==> src/rtl/smf_pkg.sv <==
package smf_pkg;

    localparam int PAT_MAX = 32;
    localparam int IDX_W   = $clog2(PAT_MAX);
    localparam int LEN_W   = 6;
    localparam int POS_W   = 31;
    localparam int BYTE_W  = 8;
    localparam int CFG_W   = 6;

    localparam logic [POS_W-1:0] COUNT_MAX = {POS_W{1'b1}};

    typedef enum logic [1:0] {
        OP_LOAD  = 2'd0,
        OP_START = 2'd1,
        OP_TEXT  = 2'd2
    } op_t;

    typedef enum logic [0:0] {
        CFG_LENGTH      = 1'b0,
        CFG_IGNORE_CASE = 1'b1
    } cfg_idx_t;

    // control bundle broadcast to every cell of the window
    typedef struct packed {
        logic              shift;
        logic              load;
        logic [IDX_W-1:0]  load_idx;
        logic [BYTE_W-1:0] lower;
        logic [BYTE_W-1:0] upper;
        logic [BYTE_W-1:0] text;
        logic [IDX_W-1:0]  ins_pos;
        logic [LEN_W-1:0]  len;
        logic              ignore_case;
    } smf_ctl_t;

    typedef struct packed {
        logic             found;
        logic [POS_W-1:0] match_pos;
    } smf_res_t;

endpackage

==> src/rtl/smf_if.sv <==
interface smf_req_if;
    import smf_pkg::*;

    logic              valid;
    logic              ready;
    logic [1:0]        op;
    logic [4:0]        pattern_index;
    logic [7:0]        lower_byte;
    logic [7:0]        upper_byte;
    logic [30:0]       start_pos;
    logic [7:0]        text_byte;
    logic              last_byte;

    modport source (output valid, op, pattern_index, lower_byte, upper_byte, start_pos,
                    text_byte, last_byte, input ready);
    modport sink   (input valid, op, pattern_index, lower_byte, upper_byte, start_pos,
                    text_byte, last_byte, output ready);
endinterface

interface smf_rsp_if;
    logic        valid;
    logic        ready;
    logic        found;
    logic [30:0] match_pos;

    modport source (output valid, found, match_pos, input ready);
    modport sink   (input valid, found, match_pos, output ready);
endinterface

==> src/rtl/case_folding_substring_matcher_top.sv <==
// Path: a text transaction that ends the search shows its result on rsp once it has
//   passed the window cells, then the decision stage, then the result queue.
// Throughput: one transaction per cycle; req.ready drops only while the two-entry
//   result queue, counting a text byte still in the decision stage, is full.
// Reset: counters, search state and configuration clear at once (length 1, case folding
//   off, search idle); the pattern store holds no reset value and must be loaded.
module case_folding_substring_matcher_top
    import smf_pkg::*;
(
    input  logic             clk,
    input  logic             rst_n,
    smf_req_if.sink          req,
    smf_rsp_if.source        rsp,
    input  logic             cfg_we,
    input  logic [0:0]       cfg_index,
    input  logic [CFG_W-1:0] cfg_wdata
);

    // configuration
    logic [LEN_W-1:0] len_cfg_reg;
    logic             ign_cfg_reg;
    logic [LEN_W-1:0] len_eff;

    // window chain
    smf_ctl_t          ctl;
    logic [BYTE_W-1:0] win [PAT_MAX];
    logic [PAT_MAX-1:0] hits;

    // input side
    logic             accept;
    logic             acc_text;
    logic             acc_start;
    logic [POS_W-1:0] cnt_reg;
    logic [POS_W-1:0] cnt_next;
    logic             unsat;

    // first stage: a transaction passing to the decision stage
    logic             s1_txt_reg;
    logic             s1_start_reg;
    logic             s1_last_reg;
    logic             s1_unsat_reg;
    logic [POS_W-1:0] s1_seen_reg;
    logic [LEN_W-1:0] s1_len_reg;
    logic [POS_W-1:0] s1_min_reg;

    // decision stage
    logic             done_reg;
    logic             done_next;
    logic [POS_W-1:0] min_reg;
    logic [POS_W-1:0] min_next;
    logic [POS_W-1:0] s1_len_ext;
    logic [POS_W-1:0] start_ofs;
    logic             eligible;
    logic             all_hit;
    logic             push;
    smf_res_t         res;
    logic [1:0]       occ;

    // Configuration writes; only two registers, so every index hits one of them.
    always_ff @(posedge clk or negedge rst_n)
    begin
        if (!rst_n)
        begin
            len_cfg_reg <= LEN_W'(1);
            ign_cfg_reg <= 1'b0;
        end
        else if (cfg_we)
        begin
            case (cfg_index)
                CFG_LENGTH:      len_cfg_reg <= cfg_wdata[LEN_W-1:0];
                CFG_IGNORE_CASE: ign_cfg_reg <= cfg_wdata[0];
                default:         ign_cfg_reg <= ign_cfg_reg;
            endcase
        end
    end

    // zero length acts as one, anything past the store depth is clipped
    always_comb
    begin
        if (len_cfg_reg == '0)
        begin
            len_eff = LEN_W'(1);
        end
        else if (len_cfg_reg > LEN_W'(PAT_MAX))
        begin
            len_eff = LEN_W'(PAT_MAX);
        end
        else
        begin
            len_eff = len_cfg_reg;
        end
    end

    // Ready: room must remain for a result from the byte in the decision stage and
    // from the one accepted now.
    assign req.ready = ((occ + {1'b0, s1_txt_reg}) <= 2'd1);
    assign accept    = req.valid && req.ready;
    assign acc_text  = accept && (req.op == OP_TEXT);
    assign acc_start = accept && (req.op == OP_START);

    assign ctl.shift       = acc_text;
    assign ctl.load        = accept && (req.op == OP_LOAD);
    assign ctl.load_idx    = req.pattern_index;
    assign ctl.lower       = req.lower_byte;
    assign ctl.upper       = req.upper_byte;
    assign ctl.text        = req.text_byte;
    assign ctl.ins_pos     = IDX_W'(len_eff - LEN_W'(1));
    assign ctl.len         = len_eff;
    assign ctl.ignore_case = ign_cfg_reg;

    // Cell k holds pattern byte k and the text byte that must line up with it;
    // each cell registers its own compare against the shifted window.
    for (genvar k = 0; k < PAT_MAX; k++)
    begin : g_cell
        logic [BYTE_W-1:0] nbr;
        if (k == PAT_MAX - 1)
        begin : g_end
            assign nbr = '0;
        end
        else
        begin : g_mid
            assign nbr = win[k+1];
        end

        smf_cell u_cell (
            .clk      (clk),
            .rst_n    (rst_n),
            .ctl      (ctl),
            .pos      (IDX_W'(k)),
            .nbr_byte (nbr),
            .win_byte (win[k]),
            .hit      (hits[k])
        );
    end

    // Byte counter; bytes that follow a finished search still count, but a start
    // clears it before they could matter.
    assign unsat = (cnt_reg != COUNT_MAX);

    always_comb
    begin
        cnt_next = cnt_reg;
        if (acc_start)
        begin
            cnt_next = '0;
        end
        else if (acc_text && unsat)
        begin
            cnt_next = cnt_reg + POS_W'(1);
        end
    end

    always_ff @(posedge clk or negedge rst_n)
    begin
        if (!rst_n)
        begin
            cnt_reg      <= '0;
            s1_txt_reg   <= 1'b0;
            s1_start_reg <= 1'b0;
        end
        else
        begin
            cnt_reg      <= cnt_next;
            s1_txt_reg   <= acc_text;
            s1_start_reg <= acc_start;
        end
    end

    always_ff @(posedge clk)
    begin
        if (accept)
        begin
            s1_last_reg  <= req.last_byte;
            s1_unsat_reg <= unsat;
            s1_seen_reg  <= cnt_reg + POS_W'(1);
            s1_len_reg   <= len_eff;
            s1_min_reg   <= req.start_pos;
        end
    end

    // Decision stage: a match needs the whole window, a start at or after the least
    // offset, and a counter that was not saturated.
    assign all_hit    = &hits;
    assign s1_len_ext = {{(POS_W-LEN_W){1'b0}}, s1_len_reg};
    assign start_ofs  = s1_seen_reg - s1_len_ext;
    assign eligible   = s1_unsat_reg && (s1_seen_reg >= s1_len_ext) && (start_ofs >= min_reg);

    always_comb
    begin
        push      = 1'b0;
        res       = '0;
        done_next = done_reg;
        min_next  = min_reg;
        if (s1_start_reg)
        begin
            done_next = 1'b0;
            min_next  = s1_min_reg;
        end
        else if (s1_txt_reg && !done_reg)
        begin
            if (eligible && all_hit)
            begin
                push          = 1'b1;
                res.found     = 1'b1;
                res.match_pos = start_ofs;
                done_next     = 1'b1;
            end
            else if (s1_last_reg)
            begin
                // text ended with no match: not-found result, position zero
                push      = 1'b1;
                done_next = 1'b1;
            end
        end
    end

    always_ff @(posedge clk or negedge rst_n)
    begin
        if (!rst_n)
        begin
            done_reg <= 1'b1;
            min_reg  <= '0;
        end
        else
        begin
            done_reg <= done_next;
            min_reg  <= min_next;
        end
    end

    smf_resq u_resq (
        .clk       (clk),
        .rst_n     (rst_n),
        .push      (push),
        .push_data (res),
        .occ       (occ),
        .rsp       (rsp)
    );

    // every result closes the search
    a_push_done: assert property (@(posedge clk) disable iff (!rst_n)
        push |=> done_reg)
        else $error("search still active after a result");

    // a found match never starts before the least allowed offset
    a_min_start: assert property (@(posedge clk) disable iff (!rst_n)
        (push && res.found) |-> (res.match_pos >= min_reg))
        else $error("match reported before the least offset");

    // bytes after a finished search give nothing
    a_idle_quiet: assert property (@(posedge clk) disable iff (!rst_n)
        (s1_txt_reg && done_reg) |-> !push)
        else $error("result from an idle search");

endmodule

==> src/rtl/smf_cell.sv <==
module smf_cell
    import smf_pkg::*;
(
    input  logic              clk,
    input  logic              rst_n,
    input  smf_ctl_t          ctl,
    input  logic [IDX_W-1:0]  pos,
    input  logic [BYTE_W-1:0] nbr_byte,
    output logic [BYTE_W-1:0] win_byte,
    output logic              hit
);

    logic [BYTE_W-1:0] win_reg;
    logic [BYTE_W-1:0] win_next;
    logic [BYTE_W-1:0] lower_reg;
    logic [BYTE_W-1:0] upper_reg;
    logic              hit_reg;
    logic              hit_next;

    // the newest byte enters at the last pattern position, older bytes move down
    assign win_next = (pos == ctl.ins_pos) ? ctl.text : nbr_byte;

    always_comb
    begin
        if ({1'b0, pos} >= ctl.len)
        begin
            hit_next = 1'b1;
        end
        else
        begin
            hit_next = (win_next == lower_reg) ||
                       (ctl.ignore_case && (win_next == upper_reg));
        end
    end

    always_ff @(posedge clk or negedge rst_n)
    begin
        if (!rst_n)
        begin
            win_reg <= '0;
        end
        else if (ctl.shift)
        begin
            win_reg <= win_next;
        end
    end

    always_ff @(posedge clk)
    begin
        if (ctl.shift)
        begin
            hit_reg <= hit_next;
        end
        if (ctl.load && (ctl.load_idx == pos))
        begin
            lower_reg <= ctl.lower;
            upper_reg <= ctl.upper;
        end
    end

    assign win_byte = win_reg;
    assign hit      = hit_reg;

endmodule

==> src/rtl/smf_resq.sv <==
module smf_resq
    import smf_pkg::*;
(
    input  logic           clk,
    input  logic           rst_n,
    input  logic           push,
    input  smf_res_t       push_data,
    output logic [1:0]     occ,
    smf_rsp_if.source      rsp
);

    smf_res_t   mem_reg [2];
    logic       wr_reg;
    logic       rd_reg;
    logic [1:0] occ_reg;
    logic [1:0] occ_next;
    logic       pop;

    assign pop = rsp.valid && rsp.ready;

    always_comb
    begin
        occ_next = occ_reg;
        case ({push, pop})
            2'b10:   occ_next = occ_reg + 2'd1;
            2'b01:   occ_next = occ_reg - 2'd1;
            default: occ_next = occ_reg;
        endcase
    end

    always_ff @(posedge clk or negedge rst_n)
    begin
        if (!rst_n)
        begin
            wr_reg  <= 1'b0;
            rd_reg  <= 1'b0;
            occ_reg <= '0;
        end
        else
        begin
            if (push)
            begin
                wr_reg <= ~wr_reg;
            end
            if (pop)
            begin
                rd_reg <= ~rd_reg;
            end
            occ_reg <= occ_next;
        end
    end

    always_ff @(posedge clk)
    begin
        if (push)
        begin
            mem_reg[wr_reg] <= push_data;
        end
    end

    assign rsp.valid     = (occ_reg != 2'd0);
    assign rsp.found     = mem_reg[rd_reg].found;
    assign rsp.match_pos = mem_reg[rd_reg].match_pos;
    assign occ           = occ_reg;

    a_no_overflow: assert property (@(posedge clk) disable iff (!rst_n)
        !(push && !pop && (occ_reg == 2'd2)))
        else $error("result queue overflow");

    a_occ_bound: assert property (@(posedge clk) disable iff (!rst_n)
        occ_reg <= 2'd2)
        else $error("result queue count out of range");

    a_pop_count: assert property (@(posedge clk) disable iff (!rst_n)
        (pop && !push) |=> (occ_reg == $past(occ_reg) - 2'd1))
        else $error("result queue count not decremented on pop");

endmodule

==> src/flat_wrapper.sv <==
// flat-port wrapper written by rule: the top's interface ports become plain ports
module case_folding_substring_matcher_top_flat import smf_pkg::*;
  (clk, rst_n, cfg_we, cfg_index, cfg_wdata, req_valid, req_op, req_pattern_index, req_lower_byte, req_upper_byte, req_start_pos, req_text_byte, req_last_byte, req_ready, rsp_valid, rsp_found, rsp_match_pos, rsp_ready);
  smf_req_if req_i ();
  smf_rsp_if rsp_i ();
  input  logic clk;
  input  logic rst_n;
  input  logic cfg_we;
  input  logic [0:0] cfg_index;
  input  logic [CFG_W-1:0] cfg_wdata;
  input wire logic [$bits(req_i.valid)-1:0] req_valid;
  input wire logic [$bits(req_i.op)-1:0] req_op;
  input wire logic [$bits(req_i.pattern_index)-1:0] req_pattern_index;
  input wire logic [$bits(req_i.lower_byte)-1:0] req_lower_byte;
  input wire logic [$bits(req_i.upper_byte)-1:0] req_upper_byte;
  input wire logic [$bits(req_i.start_pos)-1:0] req_start_pos;
  input wire logic [$bits(req_i.text_byte)-1:0] req_text_byte;
  input wire logic [$bits(req_i.last_byte)-1:0] req_last_byte;
  output wire logic [$bits(req_i.ready)-1:0] req_ready;
  output wire logic [$bits(rsp_i.valid)-1:0] rsp_valid;
  output wire logic [$bits(rsp_i.found)-1:0] rsp_found;
  output wire logic [$bits(rsp_i.match_pos)-1:0] rsp_match_pos;
  input wire logic [$bits(rsp_i.ready)-1:0] rsp_ready;
  assign req_i.valid = req_valid;
  assign req_i.op = req_op;
  assign req_i.pattern_index = req_pattern_index;
  assign req_i.lower_byte = req_lower_byte;
  assign req_i.upper_byte = req_upper_byte;
  assign req_i.start_pos = req_start_pos;
  assign req_i.text_byte = req_text_byte;
  assign req_i.last_byte = req_last_byte;
  assign req_ready = req_i.ready;
  assign rsp_valid = rsp_i.valid;
  assign rsp_found = rsp_i.found;
  assign rsp_match_pos = rsp_i.match_pos;
  assign rsp_i.ready = rsp_ready;
  case_folding_substring_matcher_top u_core (.clk(clk), .rst_n(rst_n), .req(req_i), .rsp(rsp_i), .cfg_we(cfg_we), .cfg_index(cfg_index), .cfg_wdata(cfg_wdata));
endmodule
==> config.mk <==
export PLATFORM = sky130hd
export DESIGN_NAME = case_folding_substring_matcher_top_flat
export DESIGN_NICKNAME = d
export VERILOG_FILES = /design/src/rtl/smf_pkg.sv /design/src/rtl/smf_if.sv /design/src/rtl/case_folding_substring_matcher_top.sv /design/src/rtl/smf_cell.sv /design/src/rtl/smf_resq.sv /design/src/flat_wrapper.sv
export SDC_FILE = /design/constraint.sdc
export NUM_CORES = 2
export LEC_CHECK = 0
export ABC_AREA = 1
export BUFFER_PORTS_ARGS = -buffer_cell sky130_fd_sc_hd__buf_2
export CORE_ASPECT_RATIO = 1.75
export CORE_MARGIN = 8
export CORE_UTILIZATION = 30
export DETAILED_ROUTE_END_ITERATION = 7
export MAX_ROUTING_LAYER = met4
export PLACE_DENSITY_LB_ADDON = 0.25
export SKIP_CTS_REPAIR_TIMING = 1
export SLEW_MARGIN = 0
export SYNTH_ARGS = -nofsm -noshare
export SYNTH_HDL_FRONTEND = slang
export SYNTH_SLANG_ARGS = --single-unit
==> constraint.sdc <==
create_clock -name clk -period 8.4 [get_ports clk]
set_input_delay 1.68 -clock clk [delete_from_list [all_inputs] [get_ports clk]]
set_output_delay 1.68 -clock clk [all_outputs]
set_load 0.02 [all_outputs]
==> results.sh <==
export IMPL_fin_crit_sh_pct=57.8
export IMPL_clk_pin_slew_ps=60
export IMPL_leakagePower_nw=21.6
export IMPL_synth_fp_nets=4868
export IMPL_ios=109
export IMPL_clockBufferDepth=3
export IMPL_dr_wl_met2_um=85300
export IMPL_met1Wirelength_um=57300
export IMPL_worst_r2r_path_depth=24
export IMPL_wl_per_cell_um=22.5
export IMPL_max_freq_ghz=0.206
export IMPL_cp_required_ps=8730
export IMPL_vias=33400
export IMPL_power_frac_clock_pct=30.8
export IMPL_yosysWarnings=0
export IMPL_yosys_most_used_dff="edfxtp_1"
export IMPL_top_layer_used="met4"
export IMPL_fillCellCount=15800
export IMPL_synth_edf_count=678
export IMPL_slew_violations=0
export IMPL_p_sw_mw=5.27
export IMPL_switching_share_pct=34.6
export IMPL_synth_area_um2=46800
export IMPL_reg2reg_from="u_core.s1_seen_reg[2]"
export IMPL_dp_hpwl_um=102000
export IMPL_power_density_nw_per_um2=286
export IMPL_outcome="complete, no violations"
export IMPL_drt_iter0_drc=2606
export IMPL_design_die_area_um2=169000
export IMPL_vias_per_cell=4.78
export IMPL_fin_setup_tns_ps=0
export IMPL_r2r_setup_slack_ps=3540
export IMPL_nets=4990
export IMPL_drc=0
export IMPL_path_class="flop to flop"
export IMPL_min_period_ps=4860
export IMPL_gp_congestion=0.878
export IMPL_grt_pass1_vias=33200
export IMPL_clock_latency_ps=720
export IMPL_synthCells=4753
export IMPL_cp_arrival_ps=5190
export IMPL_first_pass_iters=7
export IMPL_grt_usage_pct=18.6
export IMPL_drtAntennaViolNets=0
export IMPL_tightest_slew_ps=1310
export IMPL_design_core_area_um2=156000
export IMPL_pwr_share_comb_pct=26.9
export IMPL_maxCapViolations=0
export IMPL_drive_gt1_share_pct=10.1
export IMPL_finalInstanceArea_um2=53300
export IMPL_cp_start_kind="flop"
export IMPL_syn_to_final_growth_pct=13.8
export IMPL_slew_headroom_pct=12.1
export IMPL_r2r_end="u_core.u_resq.mem_reg[1][25]"
export IMPL_dieWidth_um=315
export IMPL_crit_fanout=32
export IMPL_ir_drop_v=0.000322
export IMPL_clock_sinks=1002
export IMPL_ys_seq_area_share_pct=60.8
export IMPL_setup_viol=0
export IMPL_synth_cell_types=59
export IMPL_start_util_pct=30.1
export IMPL_routed_wl_um=157000
export IMPL_wl_met3_um=6450
export IMPL_die_y_um=539
export IMPL_final_core_util_pct=34.2
export IMPL_hold_viol=0
export IMPL_hold_depth=2
export IMPL_postPlaceCellArea_um2=49900
export IMPL_portBuffers=108
export IMPL_min_to="u_core.min_reg[3]"
export IMPL_grt_pass1_wl_um=225000
export IMPL_cts_tree="built"
export IMPL_grt_max_degree=228
export IMPL_internal_power_mw=9.98
export IMPL_rsz0062_at_grt="false"
export IMPL_pwr_share_seq_pct=42.3
export IMPL_synthArstFlopShare_pct=32.3
export IMPL_ys_ff_latch=1002
export IMPL_cts_buffers=94
export IMPL_grt_overflow=0
export IMPL_cts_root_buf="clkbuf_16"
export IMPL_min_delay_start="u_core.s1_min_reg[3]"
export IMPL_antenna_found_initial=18
export IMPL_finalPower_mw=15.3
export IMPL_hp_class="flop to flop"
export IMPL_syn_area_per_cell_um2=9.85
export IMPL_row_count=192
export IMPL_htree_levels=3
export IMPL_cp_end_kind="flop"
export IMPL_final_setup_skew_ps=38.8
## how the worst max path moves through the flow
stage	startpoint	to	depth (start not counted)	slack [ps]
6_report	u_core.s1_seen_reg[2]	u_core.u_resq.mem_reg[1][25]	24	3540
5_1_grt	u_core.s1_seen_reg[2]	u_core.u_resq.mem_reg[1][25]	24	3030
4_1_cts	u_core.s1_seen_reg[2]	u_core.u_resq.mem_reg[1][25]	24	3420
3_5_place_dp	u_core.s1_seen_reg[2]	u_core.u_resq.mem_reg[1][23]	24	3450
3_3_place_gp	u_core.s1_len_reg[2]	u_core.u_resq.mem_reg[1][23]	25	3440
2_1_floorplan	u_core.s1_seen_reg[2]	u_core.u_resq.mem_reg[1][0]	22	3410
## Yosys cell counts, drive strengths merged, types with 2 or more instances
master | instances | area share, %
nand3b | 25 | 0.41
nor3b | 2 | 0.032
nand2 | 1317 | 11
a211oi | 2 | 0.032
nor3 | 55 | 0.61
and3 | 2 | 0.027
a31oi | 3 | 0.040
xor2 | 176 | 3.3
dfstp | 2 | 0.11
o211ai | 30 | 0.48
nand3 | 160 | 1.8
o21bai | 3 | 0.048
edfxtp | 678 | 43
ha | 39 | 1.0
a21oi | 99 | 1.3
buf | 48 | 0.59
nand4 | 59 | 0.80
o21ai | 529 | 5.8
clkbuf | 109 | 0.87
nor2 | 388 | 3.3
and2 | 5 | 0.067
a22o | 5 | 0.094
dfrtp | 322 | 17
xnor2 | 164 | 3.1
inv | 451 | 3.6
or2 | 36 | 0.48
o22ai | 17 | 0.23
clkinv | 2 | 0.016
o2111ai | 2 | 0.037
nor4 | 15 | 0.20
## cells by family (layout without fill, tap and decap cells)
group	Yosys count	count (layout)	share of synthesized area (%)
other	0	7	0
and+or+nand+nor	2066	2066	18.5
DFF	1002	1002	60.8
xor gates and xnor gates	340	340	6.36
adders and majority gates	40	40	1.08
AOI/OAI and AO/OA	695	695	8.19
buffers and inverters	610	814	5.12
## layout make-up
cell class | count | area [um2] | area share, %
Antenna cell | 7 | 17.5 | 0.0329
Clock inverter | 60 | 758 | 1.42
Timing Repair Buffer | 183 | 1150 | 2.16
Sequential cell | 1002 | 28500 | 53.4
Clock buffer | 118 | 2640 | 4.95
Tap cell | 2037 | 2550 | 4.78
Multi-Input combinational cell | 3141 | 16000 | 30.0
Inverter | 453 | 1720 | 3.22
## worst max-delay path, stage by stage, from the launching register on
cell and delay (ps):
edfxtp_1 370, ha_1 350, a21oi_1 140, nand2_1 100, nand2_1 70, nand2_1 70
a21oi_1 360, inv_1 80, nor2_1 260, nand3_1 230, nor2_1 200, nand2_1 90
xor2_1 170, inv_1 70, ha_1 320, nand4_1 110, nor4b_1 320, nand2_1 80
nand3_1 100, nand3_1 60, buf_4 260, nand2_1 120, inv_1 80, nor2_2 70
buf_4 380
## through the flow
stage	cells	setup WS, ps	hold WS (ps)
6_report	7001	3540	461
5_1_grt	7000	3030	491
2_1_floorplan	4753	3410	425
3_5_place_dp	6816	3450	444
4_1_cts	6994	3420	464
3_3_place_gp	6816	3440	437
## cells in the final DEF, fill, tap and decap left out, types with 17 or more instances in the layout
cell type | synthesis | routed
xor2_1 | 176 | 176
nand4_1 | 58 | 58
inv_1 | 438 | 437
nand2_1 | 1296 | 1296
o22ai_1 | 17 | 17
o21ai_1 | 65 | 65
buf_2 | 36 | 107
buf_4 | 7 | 72
ha_1 | 39 | 39
nand2_2 | 17 | 17
clkinv_2 | 0 | 19
o211ai_1 | 30 | 30
or2_2 | 35 | 35
nand3_1 | 156 | 156
clkbuf_16 | 0 | 98
a21oi_2 | 34 | 34
nor2_1 | 373 | 370
a21oi_1 | 65 | 65
dfrtp_1 | 322 | 320
nor3_1 | 53 | 52
nand3b_1 | 24 | 24
o21ai_0 | 444 | 444
o21ai_2 | 20 | 20
edfxtp_1 | 678 | 678
xnor2_1 | 164 | 164
## layer usage
metal / up-vias / global-route usage (%)
li1: 16000 / -
met1: 16200 / 19.3
met2: 929 / 34.4
met3: 310 / 2.21
met4: 0 / 8.84
met5: - / -
## power groups by stage
stage	clock [mW]	combinational (mW)	sequential [mW]
floorplan	0	2.83	6.38
global placement	0	4.11	6.53
detailed placement	0	4.16	6.54
CTS	4.80	4.17	6.45
global route	4.96	4.62	6.52
finish	4.70	4.10	6.45
(Power assumes the default switching activity.)
